### src/design/stla_pkg.sv
`timescale 1ns / 1ps
`default_nettype none
// ----------------------------------------------------------------------------
// Session table package
// Types, codes and constants shared by the session table cells, channel
// interfaces and top level.
// ----------------------------------------------------------------------------
package stla_pkg;

  localparam int DEF_MAX_SESSIONS = 16;

  localparam int KEY_W    = 48;
  localparam int LEN_W    = 4;
  localparam int TIME_W   = 32;
  localparam int STATUS_W = 2;
  localparam int SLOT_W   = 4;
  localparam int COUNT_W  = 5;

  localparam logic [TIME_W-1:0] TIMEOUT_RESET = 32'd1000;

  localparam logic OP_PACKET = 1'b0;
  localparam logic OP_AGE    = 1'b1;

  localparam logic [STATUS_W-1:0] STAT_HIT   = 2'd0;
  localparam logic [STATUS_W-1:0] STAT_NEW   = 2'd1;
  localparam logic [STATUS_W-1:0] STAT_FULL  = 2'd2;
  localparam logic [STATUS_W-1:0] STAT_SWEEP = 2'd3;

  typedef enum logic [1:0] {
    ST_IDLE,
    ST_RUN,
    ST_DONE
  } state_t;

  typedef struct packed {
    logic              op;
    logic [KEY_W-1:0]  key;
    logic [LEN_W-1:0]  len;
    logic [TIME_W-1:0] now;
  } item_t;

  typedef struct packed {
    logic hit;
    logic free_found;
  } flags_t;

endpackage
`default_nettype wire

### src/design/stla_if.sv
`timescale 1ns / 1ps
`default_nettype none
// ----------------------------------------------------------------------------
// Session table channel interfaces
// Valid/ready channels for the input word and the result word.
// ----------------------------------------------------------------------------
interface stla_in_if
  import stla_pkg::*;
();
  logic              valid;
  logic              ready;
  logic              op;
  logic [KEY_W-1:0]  addr_key;
  logic [LEN_W-1:0]  addr_len;
  logic [TIME_W-1:0] now_ticks;

  modport source (output valid, output op, output addr_key, output addr_len,
                  output now_ticks, input ready);
  modport sink (input valid, input op, input addr_key, input addr_len,
                input now_ticks, output ready);
endinterface

interface stla_out_if
  import stla_pkg::*;
();
  logic                valid;
  logic                ready;
  logic [STATUS_W-1:0] status;
  logic [SLOT_W-1:0]   slot;
  logic [COUNT_W-1:0]  live_count;
  logic [COUNT_W-1:0]  evicted;

  modport source (output valid, output status, output slot, output live_count,
                  output evicted, input ready);
  modport sink (input valid, input status, input slot, input live_count,
                input evicted, output ready);
endinterface
`default_nettype wire

### src/design/stla_cell.sv
`timescale 1ns / 1ps
`default_nettype none
// ----------------------------------------------------------------------------
// Session table cell
// Holds one table entry and processes the word token passing through it,
// then hands the token to the next cell.
// ----------------------------------------------------------------------------
module stla_cell
  import stla_pkg::*;
#(
  parameter int IDX_W        = 4,
  parameter int CNT_W        = 5,
  parameter int CELL_IDX     = 0
) (
  input  wire logic              clk,
  input  wire logic              rst_n,
  input  wire logic [TIME_W-1:0] timeout,
  input  wire logic              tok_vld_i,
  input  wire item_t             item_i,
  input  wire flags_t            flags_i,
  input  wire logic [IDX_W-1:0]  hit_slot_i,
  input  wire logic [IDX_W-1:0]  free_slot_i,
  input  wire logic [CNT_W-1:0]  evict_i,
  output logic                   tok_vld_o,
  output item_t                  item_o,
  output flags_t                 flags_o,
  output logic [IDX_W-1:0]       hit_slot_o,
  output logic [IDX_W-1:0]       free_slot_o,
  output logic [CNT_W-1:0]       evict_o,
  input  wire logic              wr_en,
  input  wire logic [IDX_W-1:0]  wr_slot,
  input  wire item_t             wr_item,
  output logic                   valid_o
);

  localparam logic [IDX_W-1:0] MY_IDX = IDX_W'(CELL_IDX);

  logic              valid_r, valid_nxt;
  logic [KEY_W-1:0]  key_r, key_nxt;
  logic [LEN_W-1:0]  len_r, len_nxt;
  logic [TIME_W-1:0] last_r, last_nxt;

  logic              tok_vld_r;
  item_t             item_r;
  flags_t            flags_r, flags_nxt;
  logic [IDX_W-1:0]  hit_slot_r, hit_slot_nxt;
  logic [IDX_W-1:0]  free_slot_r, free_slot_nxt;
  logic [CNT_W-1:0]  evict_r, evict_nxt;

  logic              match;
  logic [TIME_W-1:0] age;
  logic              expire;

  assign match  = valid_r && (key_r == item_i.key) && (len_r == item_i.len);
  assign age    = item_i.now - last_r;
  assign expire = valid_r && (age >= timeout);

  always_comb begin
    valid_nxt     = valid_r;
    key_nxt       = key_r;
    len_nxt       = len_r;
    last_nxt      = last_r;
    flags_nxt     = flags_i;
    hit_slot_nxt  = hit_slot_i;
    free_slot_nxt = free_slot_i;
    evict_nxt     = evict_i;
    if (tok_vld_i) begin
      if (item_i.op == OP_AGE) begin
        if (expire) begin
          valid_nxt = 1'b0;
          evict_nxt = evict_i + CNT_W'(1);
        end
      end else if (!flags_i.hit && match) begin
        flags_nxt.hit = 1'b1;
        hit_slot_nxt  = MY_IDX;
        last_nxt      = item_i.now;
      end else if (!flags_i.free_found && !valid_r) begin
        flags_nxt.free_found = 1'b1;
        free_slot_nxt        = MY_IDX;
      end
    end
    if (wr_en && (wr_slot == MY_IDX)) begin
      valid_nxt = 1'b1;
      key_nxt   = wr_item.key;
      len_nxt   = wr_item.len;
      last_nxt  = wr_item.now;
    end
  end

  always_ff @(posedge clk) begin
    if (!rst_n) begin
      valid_r   <= 1'b0;
      tok_vld_r <= 1'b0;
    end else begin
      valid_r   <= valid_nxt;
      tok_vld_r <= tok_vld_i;
    end
  end

  always_ff @(posedge clk) begin
    key_r       <= key_nxt;
    len_r       <= len_nxt;
    last_r      <= last_nxt;
    item_r      <= item_i;
    flags_r     <= flags_nxt;
    hit_slot_r  <= hit_slot_nxt;
    free_slot_r <= free_slot_nxt;
    evict_r     <= evict_nxt;
  end

  assign tok_vld_o   = tok_vld_r;
  assign item_o      = item_r;
  assign flags_o     = flags_r;
  assign hit_slot_o  = hit_slot_r;
  assign free_slot_o = free_slot_r;
  assign evict_o     = evict_r;
  assign valid_o     = valid_r;

endmodule
`default_nettype wire

### src/design/session_table_lookup_insert_age_core.sv
`timescale 1ns / 1ps
`default_nettype none
// ----------------------------------------------------------------------------
// Session table with lookup, insert and timeout aging
// A row of cells, one per session entry. Each word travels down the row
// as a token; a final commit step claims a free slot for a new session and emits the result.
// ----------------------------------------------------------------------------
//  Channel   Direction  Handshake      Contents
//  in_if     input      valid/ready    op, addr_key, addr_len, now_ticks
//  out_if    output     valid/ready    status, slot, live_count, evicted
//  cfg_*     input      write enable   timeout_ticks
//
//  A word walks the row as a token through one register per cell, then is
//  captured in the result registers and committed to the output register.
//  Reset is synchronous: all entries invalid, timeout back to 1000 ticks.
//  A stalled result holds in the output register; the next word is taken
//  meanwhile, but its commit waits until the output register is free.
// ----------------------------------------------------------------------------
module session_table_lookup_insert_age_core
  import stla_pkg::*;
#(
  parameter int MAX_SESSIONS = DEF_MAX_SESSIONS
) (
  input  wire logic              clk,
  input  wire logic              rst_n,
  stla_in_if.sink                in_if,
  stla_out_if.source             out_if,
  input  wire logic              cfg_we,
  input  wire logic [TIME_W-1:0] cfg_wdata
);

  localparam int IDX_W = (MAX_SESSIONS > 1) ? $clog2(MAX_SESSIONS) : 1;
  localparam int CNT_W = $clog2(MAX_SESSIONS + 1);

  state_t state_r, state_nxt;

  logic [TIME_W-1:0] timeout_r;
  logic [CNT_W-1:0]  session_count_r, session_count_nxt;

  logic [MAX_SESSIONS:0] tok_vld;
  item_t                 item_s      [MAX_SESSIONS+1];
  flags_t                flags_s     [MAX_SESSIONS+1];
  logic [IDX_W-1:0]      hit_slot_s  [MAX_SESSIONS+1];
  logic [IDX_W-1:0]      free_slot_s [MAX_SESSIONS+1];
  logic [CNT_W-1:0]      evict_s     [MAX_SESSIONS+1];
  logic [MAX_SESSIONS-1:0] valid_vec;

  item_t            res_item_r;
  flags_t           res_flags_r;
  logic [IDX_W-1:0] res_hit_slot_r;
  logic [IDX_W-1:0] res_free_slot_r;
  logic [CNT_W-1:0] res_evict_r;

  logic                out_valid_r;
  logic [STATUS_W-1:0] out_status_r, out_status_nxt;
  logic [SLOT_W-1:0]   out_slot_r, out_slot_nxt;
  logic [COUNT_W-1:0]  out_live_r;
  logic [COUNT_W-1:0]  out_evicted_r, out_evicted_nxt;

  logic             in_fire;
  logic             out_free;
  logic             commit;
  logic             wr_en;
  logic [IDX_W-1:0] wr_slot;

  assign in_fire  = in_if.valid && in_if.ready;
  assign out_free = !out_valid_r || out_if.ready;

  always_comb begin
    state_nxt = state_r;
    case (state_r)
      ST_IDLE: begin
        if (in_fire) state_nxt = ST_RUN;
      end
      ST_RUN: begin
        if (tok_vld[MAX_SESSIONS]) state_nxt = ST_DONE;
      end
      ST_DONE: begin
        if (out_free) state_nxt = ST_IDLE;
      end
      default: state_nxt = ST_IDLE;
    endcase
  end

  always_comb begin
    in_if.ready = 1'b0;
    commit      = 1'b0;
    case (state_r)
      ST_IDLE: in_if.ready = 1'b1;
      ST_DONE: commit = out_free;
      default: begin
        in_if.ready = 1'b0;
        commit      = 1'b0;
      end
    endcase
  end

  assign tok_vld[0]     = in_fire;
  assign item_s[0]      = '{op: in_if.op, key: in_if.addr_key, len: in_if.addr_len,
                            now: in_if.now_ticks};
  assign flags_s[0]     = '0;
  assign hit_slot_s[0]  = '0;
  assign free_slot_s[0] = '0;
  assign evict_s[0]     = '0;

  for (genvar g = 0; g < MAX_SESSIONS; g++) begin : g_cell
    stla_cell #(
      .IDX_W        (IDX_W),
      .CNT_W        (CNT_W),
      .CELL_IDX     (g)
    ) u_cell (
      .clk         (clk),
      .rst_n       (rst_n),
      .timeout     (timeout_r),
      .tok_vld_i   (tok_vld[g]),
      .item_i      (item_s[g]),
      .flags_i     (flags_s[g]),
      .hit_slot_i  (hit_slot_s[g]),
      .free_slot_i (free_slot_s[g]),
      .evict_i     (evict_s[g]),
      .tok_vld_o   (tok_vld[g+1]),
      .item_o      (item_s[g+1]),
      .flags_o     (flags_s[g+1]),
      .hit_slot_o  (hit_slot_s[g+1]),
      .free_slot_o (free_slot_s[g+1]),
      .evict_o     (evict_s[g+1]),
      .wr_en       (wr_en),
      .wr_slot     (wr_slot),
      .wr_item     (res_item_r),
      .valid_o     (valid_vec[g])
    );
  end

  always_comb begin
    wr_en             = 1'b0;
    wr_slot           = res_free_slot_r;
    session_count_nxt = session_count_r;
    out_status_nxt    = STAT_FULL;
    out_slot_nxt      = '0;
    out_evicted_nxt   = '0;
    if (res_item_r.op == OP_AGE) begin
      out_status_nxt    = STAT_SWEEP;
      out_evicted_nxt   = COUNT_W'(res_evict_r);
      session_count_nxt = session_count_r - res_evict_r;
    end else if (res_flags_r.hit) begin
      out_status_nxt = STAT_HIT;
      out_slot_nxt   = SLOT_W'(res_hit_slot_r);
    end else if (res_flags_r.free_found) begin
      out_status_nxt    = STAT_NEW;
      out_slot_nxt      = SLOT_W'(res_free_slot_r);
      session_count_nxt = session_count_r + CNT_W'(1);
      wr_en             = commit;
    end
  end

  always_ff @(posedge clk) begin
    if (!rst_n) begin
      state_r         <= ST_IDLE;
      timeout_r       <= TIMEOUT_RESET;
      session_count_r <= '0;
      out_valid_r     <= 1'b0;
    end else begin
      state_r <= state_nxt;
      if (cfg_we) timeout_r <= cfg_wdata;
      if (commit) begin
        session_count_r <= session_count_nxt;
        out_valid_r     <= 1'b1;
      end else if (out_if.ready) begin
        out_valid_r <= 1'b0;
      end
    end
  end

  always_ff @(posedge clk) begin
    if (tok_vld[MAX_SESSIONS]) begin
      res_item_r      <= item_s[MAX_SESSIONS];
      res_flags_r     <= flags_s[MAX_SESSIONS];
      res_hit_slot_r  <= hit_slot_s[MAX_SESSIONS];
      res_free_slot_r <= free_slot_s[MAX_SESSIONS];
      res_evict_r     <= evict_s[MAX_SESSIONS];
    end
    if (commit) begin
      out_status_r  <= out_status_nxt;
      out_slot_r    <= out_slot_nxt;
      out_live_r    <= COUNT_W'(session_count_nxt);
      out_evicted_r <= out_evicted_nxt;
    end
  end

  assign out_if.valid      = out_valid_r;
  assign out_if.status     = out_status_r;
  assign out_if.slot       = out_slot_r;
  assign out_if.live_count = out_live_r;
  assign out_if.evicted    = out_evicted_r;

  a_one_token: assert property (@(posedge clk) disable iff (!rst_n)
    $onehot0(tok_vld))
    else $error("more than one word in the cell row");

  a_token_exit_in_run: assert property (@(posedge clk) disable iff (!rst_n)
    tok_vld[MAX_SESSIONS] |-> state_r == ST_RUN)
    else $error("token left the row outside the run state");

  a_count_tracks_valid: assert property (@(posedge clk) disable iff (!rst_n)
    state_r == ST_IDLE |-> session_count_r == CNT_W'($countones(valid_vec)))
    else $error("session count differs from number of valid entries");

  a_write_only_on_commit: assert property (@(posedge clk) disable iff (!rst_n)
    wr_en |=> out_valid_r && state_r == ST_IDLE)
    else $error("entry write without a result being issued");

endmodule
`default_nettype wire
### src/flat_wrapper.sv
// flat-port wrapper written by rule: the top's interface ports become plain ports
module session_table_lookup_insert_age_core_flat import stla_pkg::*;
#(
  parameter int MAX_SESSIONS = DEF_MAX_SESSIONS
)
  (clk, rst_n, cfg_we, cfg_wdata, in_if_valid, in_if_op, in_if_addr_key, in_if_addr_len, in_if_now_ticks, in_if_ready, out_if_valid, out_if_status, out_if_slot, out_if_live_count, out_if_evicted, out_if_ready);
  stla_in_if in_if_i ();
  stla_out_if out_if_i ();
  input  wire logic clk;
  input  wire logic rst_n;
  input  wire logic cfg_we;
  input  wire logic [TIME_W-1:0] cfg_wdata;
  input wire logic [$bits(in_if_i.valid)-1:0] in_if_valid;
  input wire logic [$bits(in_if_i.op)-1:0] in_if_op;
  input wire logic [$bits(in_if_i.addr_key)-1:0] in_if_addr_key;
  input wire logic [$bits(in_if_i.addr_len)-1:0] in_if_addr_len;
  input wire logic [$bits(in_if_i.now_ticks)-1:0] in_if_now_ticks;
  output wire logic [$bits(in_if_i.ready)-1:0] in_if_ready;
  output wire logic [$bits(out_if_i.valid)-1:0] out_if_valid;
  output wire logic [$bits(out_if_i.status)-1:0] out_if_status;
  output wire logic [$bits(out_if_i.slot)-1:0] out_if_slot;
  output wire logic [$bits(out_if_i.live_count)-1:0] out_if_live_count;
  output wire logic [$bits(out_if_i.evicted)-1:0] out_if_evicted;
  input wire logic [$bits(out_if_i.ready)-1:0] out_if_ready;
  assign in_if_i.valid = in_if_valid;
  assign in_if_i.op = in_if_op;
  assign in_if_i.addr_key = in_if_addr_key;
  assign in_if_i.addr_len = in_if_addr_len;
  assign in_if_i.now_ticks = in_if_now_ticks;
  assign in_if_ready = in_if_i.ready;
  assign out_if_valid = out_if_i.valid;
  assign out_if_status = out_if_i.status;
  assign out_if_slot = out_if_i.slot;
  assign out_if_live_count = out_if_i.live_count;
  assign out_if_evicted = out_if_i.evicted;
  assign out_if_i.ready = out_if_ready;
  session_table_lookup_insert_age_core #(.MAX_SESSIONS(MAX_SESSIONS)) u_core (.clk(clk), .rst_n(rst_n), .in_if(in_if_i), .out_if(out_if_i), .cfg_we(cfg_we), .cfg_wdata(cfg_wdata));
endmodule
### config.mk
export PLATFORM = sky130hd
export DESIGN_NAME = session_table_lookup_insert_age_core_flat
export DESIGN_NICKNAME = d
export VERILOG_FILES = /design/src/design/stla_pkg.sv /design/src/design/stla_if.sv /design/src/design/stla_cell.sv /design/src/design/session_table_lookup_insert_age_core.sv /design/src/flat_wrapper.sv
export SDC_FILE = /design/constraint.sdc
export NUM_CORES = 2
export LEC_CHECK = 0
export BUFFER_PORTS_ARGS = -buffer_cell sky130_fd_sc_hd__buf_4
export CAP_MARGIN = 25
export CORE_ASPECT_RATIO = 0.9
export CORE_MARGIN = 3
export CORE_UTILIZATION = 50
export CTS_BUF_LIST = sky130_fd_sc_hd__clkbuf_8
export DETAILED_ROUTE_END_ITERATION = 16
export HOLD_SLACK_MARGIN = 0.06
export PLACE_DENSITY = 0.65
export SYNTH_ARGS = -nofsm -noshare
export SYNTH_HDL_FRONTEND = slang
export SYNTH_SLANG_ARGS = --single-unit
### constraint.sdc
create_clock -name clk -period 6.2 [get_ports clk]
set_clock_uncertainty 0.15 [all_clocks]
set_input_delay 1.24 -clock clk [delete_from_list [all_inputs] [get_ports clk]]
set_output_delay 1.24 -clock clk [all_outputs]
set_load 0.005 [all_outputs]
==> impl_metrics.env <==
export IMPL_status="complete, no violations"
export IMPL_setup_viol=0
export IMPL_numCtsBuffers=477
export IMPL_yosysUniqueCellTypes=84
export IMPL_ys_warn_count=0
export IMPL_clkPwrFrac=0.402
export IMPL_cts_path_max_buffers=4
export IMPL_ant_nets=0
export IMPL_ys_ff_latch=3092
export IMPL_fmax_mhz=171
export IMPL_vias=84700
export IMPL_maxCapViolCount=0
export IMPL_antenna_found_initial=11
export IMPL_startpoint="u_core.g_cell[9].u_cell.last_r[1]$_DFFE_PP_"
export IMPL_pwr_density_cell_nw_per_um2=289
export IMPL_synth_top_flop_cell="dfxtp_1"
export IMPL_num_rows=178
export IMPL_timing_rr_start="u_core.g_cell[9].u_cell.last_r[1]$_DFFE_PP_"
export IMPL_dpl_cell_area_um2=138000
export IMPL_cts_tree="done"
export IMPL_drc=0
export IMPL_final_layout_size_suffix_gt1_frac=0.120
export IMPL_seqPwrFrac=0.520
export IMPL_htreeDepth=5
export IMPL_final_cell_mix="1631 x dfxtp_1, 1460 x edfxtp_1, 1027 x ha_1"
export IMPL_ioPinCount=140
export IMPL_clkSlewWorstSetupHoldPaths_ns=0.06
export IMPL_track_usage=0.249
export IMPL_grt_overflow=0
export IMPL_syn_to_final_growth_pct=12.5
export IMPL_seq_area_frac_synth=0.582
export IMPL_synthArstFlopShare=0
export IMPL_end_kind="register"
export IMPL_fin_crit_sh=0.945
export IMPL_drtPass1Iterations=6
export IMPL_cts_root_buf="clkbuf_8"
export IMPL_n_fill_cell=21800
export IMPL_wirelength_mm=346
export IMPL_critical_path_peak_fanout=6
export IMPL_total_leakage_power_nw=61.3
export IMPL_clock_latency_ns=1.10
export IMPL_grt_pass1_vias=82200
export IMPL_grt_start_max_net_pins=87
export IMPL_fp_dieH_um=493
export IMPL_drt_first_iter_violations=7826
export IMPL_crit_arrival_ns=6.64
export IMPL_cp_required_ns=6.98
export IMPL_nets=12700
export IMPL_synthCells=10900
export IMPL_utilization=0.566
export IMPL_grt_pass1_wl_mm=515
export IMPL_internal_power_w=0.0324
export IMPL_hold_viol=0
export IMPL_power_switching_w=0.0104
export IMPL_start_kind="register"
export IMPL_syn_area_per_cell_um2=12.1
export IMPL_final_common_cell="dfxtp_1"
export IMPL_viasPerCell=5.49
export IMPL_netlist_area_um2=132000
export IMPL_finish_instance_area_um2=148000
export IMPL_syn_nets=12000
export IMPL_synth_edff_count=1460
export IMPL_hpwl_mm=258
export IMPL_post_cts_setup_buffer_count=0
export IMPL_clock_sinks=3092
export IMPL_setup_worst_path_class="register to register"
export IMPL_die_x_um=547
export IMPL_holdCritPathClass="primary input to register"
export IMPL_core_um2=261000
export IMPL_place_gp_congestion=0.968
export IMPL_slew_limit_headroom=0.215
export IMPL_drv_slew=0
export IMPL_combPwrFrac=0.078
export IMPL_layout_min_cycle_time_ns=5.86
export IMPL_dieArea_um2=269000
export IMPL_switching_share=0.243
export IMPL_wl_per_cell_um=22.4
export IMPL_start_util=0.503
export IMPL_tightest_slew_ns=1.17
export IMPL_max_vdd_ir_drop_uv=226
export IMPL_min_from="in_if_addr_key[28]"
export IMPL_io_buffers=139
[cell families after synthesis]
| logic type | after synthesis | share of synthesized area |
|---|---|---|
| flip-flops | 3092 | 0.582 |
| XOR/XNOR | 1215 | 0.0809 |
| adder cells (fa/ha/maj) | 1044 | 0.100 |
| AND/OR/NAND/NOR | 2238 | 0.0827 |
| AO/OA/AOI/OAI | 1957 | 0.0971 |
| multiplexers | 350 | 0.0297 |
| buffers and inverters | 966 | 0.0278 |
[Yosys cell counts, drive strengths merged (89+ instances only)]
cell | n | share of area
xnor2 | 722 | 0.048
nor2 | 335 | 0.0096
xor2 | 493 | 0.033
dfxtp | 1632 | 0.25
clkbuf | 115 | 0.0033
o21bai | 110 | 0.0063
inv | 822 | 0.023
nand4 | 253 | 0.012
o21a | 89 | 0.0051
mux2 | 319 | 0.027
nand2 | 828 | 0.024
or2 | 90 | 0.0043
ha | 1027 | 0.098
nand2b | 111 | 0.0053
nor2b | 134 | 0.0064
edfxtp | 1460 | 0.33
nand3 | 108 | 0.0041
o21ai | 323 | 0.012
a21o | 362 | 0.021
a21oi | 572 | 0.022
nor3 | 116 | 0.0045
nor4 | 141 | 0.0067
[power by group through the flow]
stage | clock (W) | combinational (W) | sequential, W
after CTS | 0.0175 | 0.00329 | 0.0222
after global placement | 0 | 0.00312 | 0.0227
after floorplan | 0 | 0.00235 | 0.0224
after detailed placement | 0 | 0.00324 | 0.0227
final | 0.0172 | 0.00334 | 0.0222
after global routing | 0.0184 | 0.00373 | 0.0223
[worst paths after layout]
kind | to | slack [ns] | cells after the start
min reg2reg | u_core.g_cell[13].u_cell.item_o[33]$_DFF_P_ | 0.16 | 0
min | u_core.g_cell[0].u_cell.item_o[64]$_DFF_P_ | 0.15 | 1
max | u_core.g_cell[9].u_cell.evict_o[1]$_DFF_P_ | 0.34 | 24
max reg2reg | u_core.g_cell[9].u_cell.evict_o[1]$_DFF_P_ | 0.34 | 24
[layout make-up]
| class | count | area (µm²) | area share |
|---|---|---|---|
| flip-flops and latches | 3092 | 76500 | 0.517 |
| clock buffers | 595 | 8190 | 0.0554 |
| multi-input cells | 6804 | 51500 | 0.348 |
| inverters | 825 | 3100 | 0.0210 |
| well taps | 3510 | 4390 | 0.0297 |
| diodes | 7 | 17.5 | 0.000118 |
| clock inverters | 298 | 1650 | 0.0112 |
| repair buffers | 307 | 2550 | 0.0172 |
[stage by stage]
stage,setup TNS [ns],total power (W),cells,hold slack (ns),worst slack (ns)
2_1_floorplan,0,0.0248,10900,0.181,0.589
3_3_place_gp,-0.614,0.0258,14500,0.191,-0.343
3_5_place_dp,-0.536,0.0259,14500,0.190,-0.293
4_1_cts,0,0.0431,15400,0.0606,0.00865
5_1_grt,-0.000133,0.0444,15400,0.0604,-0.000133
6_report,0,0.0428,15400,0.150,0.339
[state kept, by name, indices dropped and copies added, names as in the netlist, 32 cells and up]
name                              flops
u_core.res_item_r                    85
u_core.timeout_r                     32
u_core.g_cell.u_cell.flags_o         32
u_core.g_cell.u_cell.free_slot_o     49
u_core.g_cell.u_cell.len_r           64
u_core.g_cell.u_cell.key_r          768
u_core.g_cell.u_cell.item_o        1360
u_core.g_cell.u_cell.evict_o         70
u_core.g_cell.u_cell.hit_slot_o      49
u_core.g_cell.u_cell.last_r         512
[critical path, cell delays in order, from the launching register on]
cell            delay, ns
edfxtp_1             0.36
inv_1                0.11
ha_1                 0.23
nor2b_1              0.13
o21a_1               0.17
o21ai_0              0.39
a21oi_1              0.25
a311oi_1             0.37
o21bai_1             0.21
a311o_1              0.44
a21o_1               0.19
a21oi_1              0.16
xnor2_1              0.15
ha_1                 0.27
a21o_1               0.19
a21o_1               0.18
a21oi_1              0.16
o21a_1               0.13
o21ai_0              0.11
a2111oi_0            0.29
dlymetal6s2s_1       0.24
nor4_1               0.09
buf_4                0.16
o2111ai_2            0.29
mux2_2               0.38
[per-layer routing]
layer	wire, µm	part of all wire	global-route usage	vias up
met2	155000	0.45	0.392	2868
met1	158000	0.46	0.359	41000
met3	22700	0.066	0.0372	592
met4	9630	0.028	0.0698	0
met5	0	0	0	-
li1	-	-	-	40300
[repair_timing]
action | 4_1_cts | 5_1_grt
endpoints found under the hold margin | 28 | 0
endpoints found under the setup margin | 0 | 18
hold buffers | 28 | 0
gates resized for setup | 0 | 9
(Power assumes the default switching activity.)
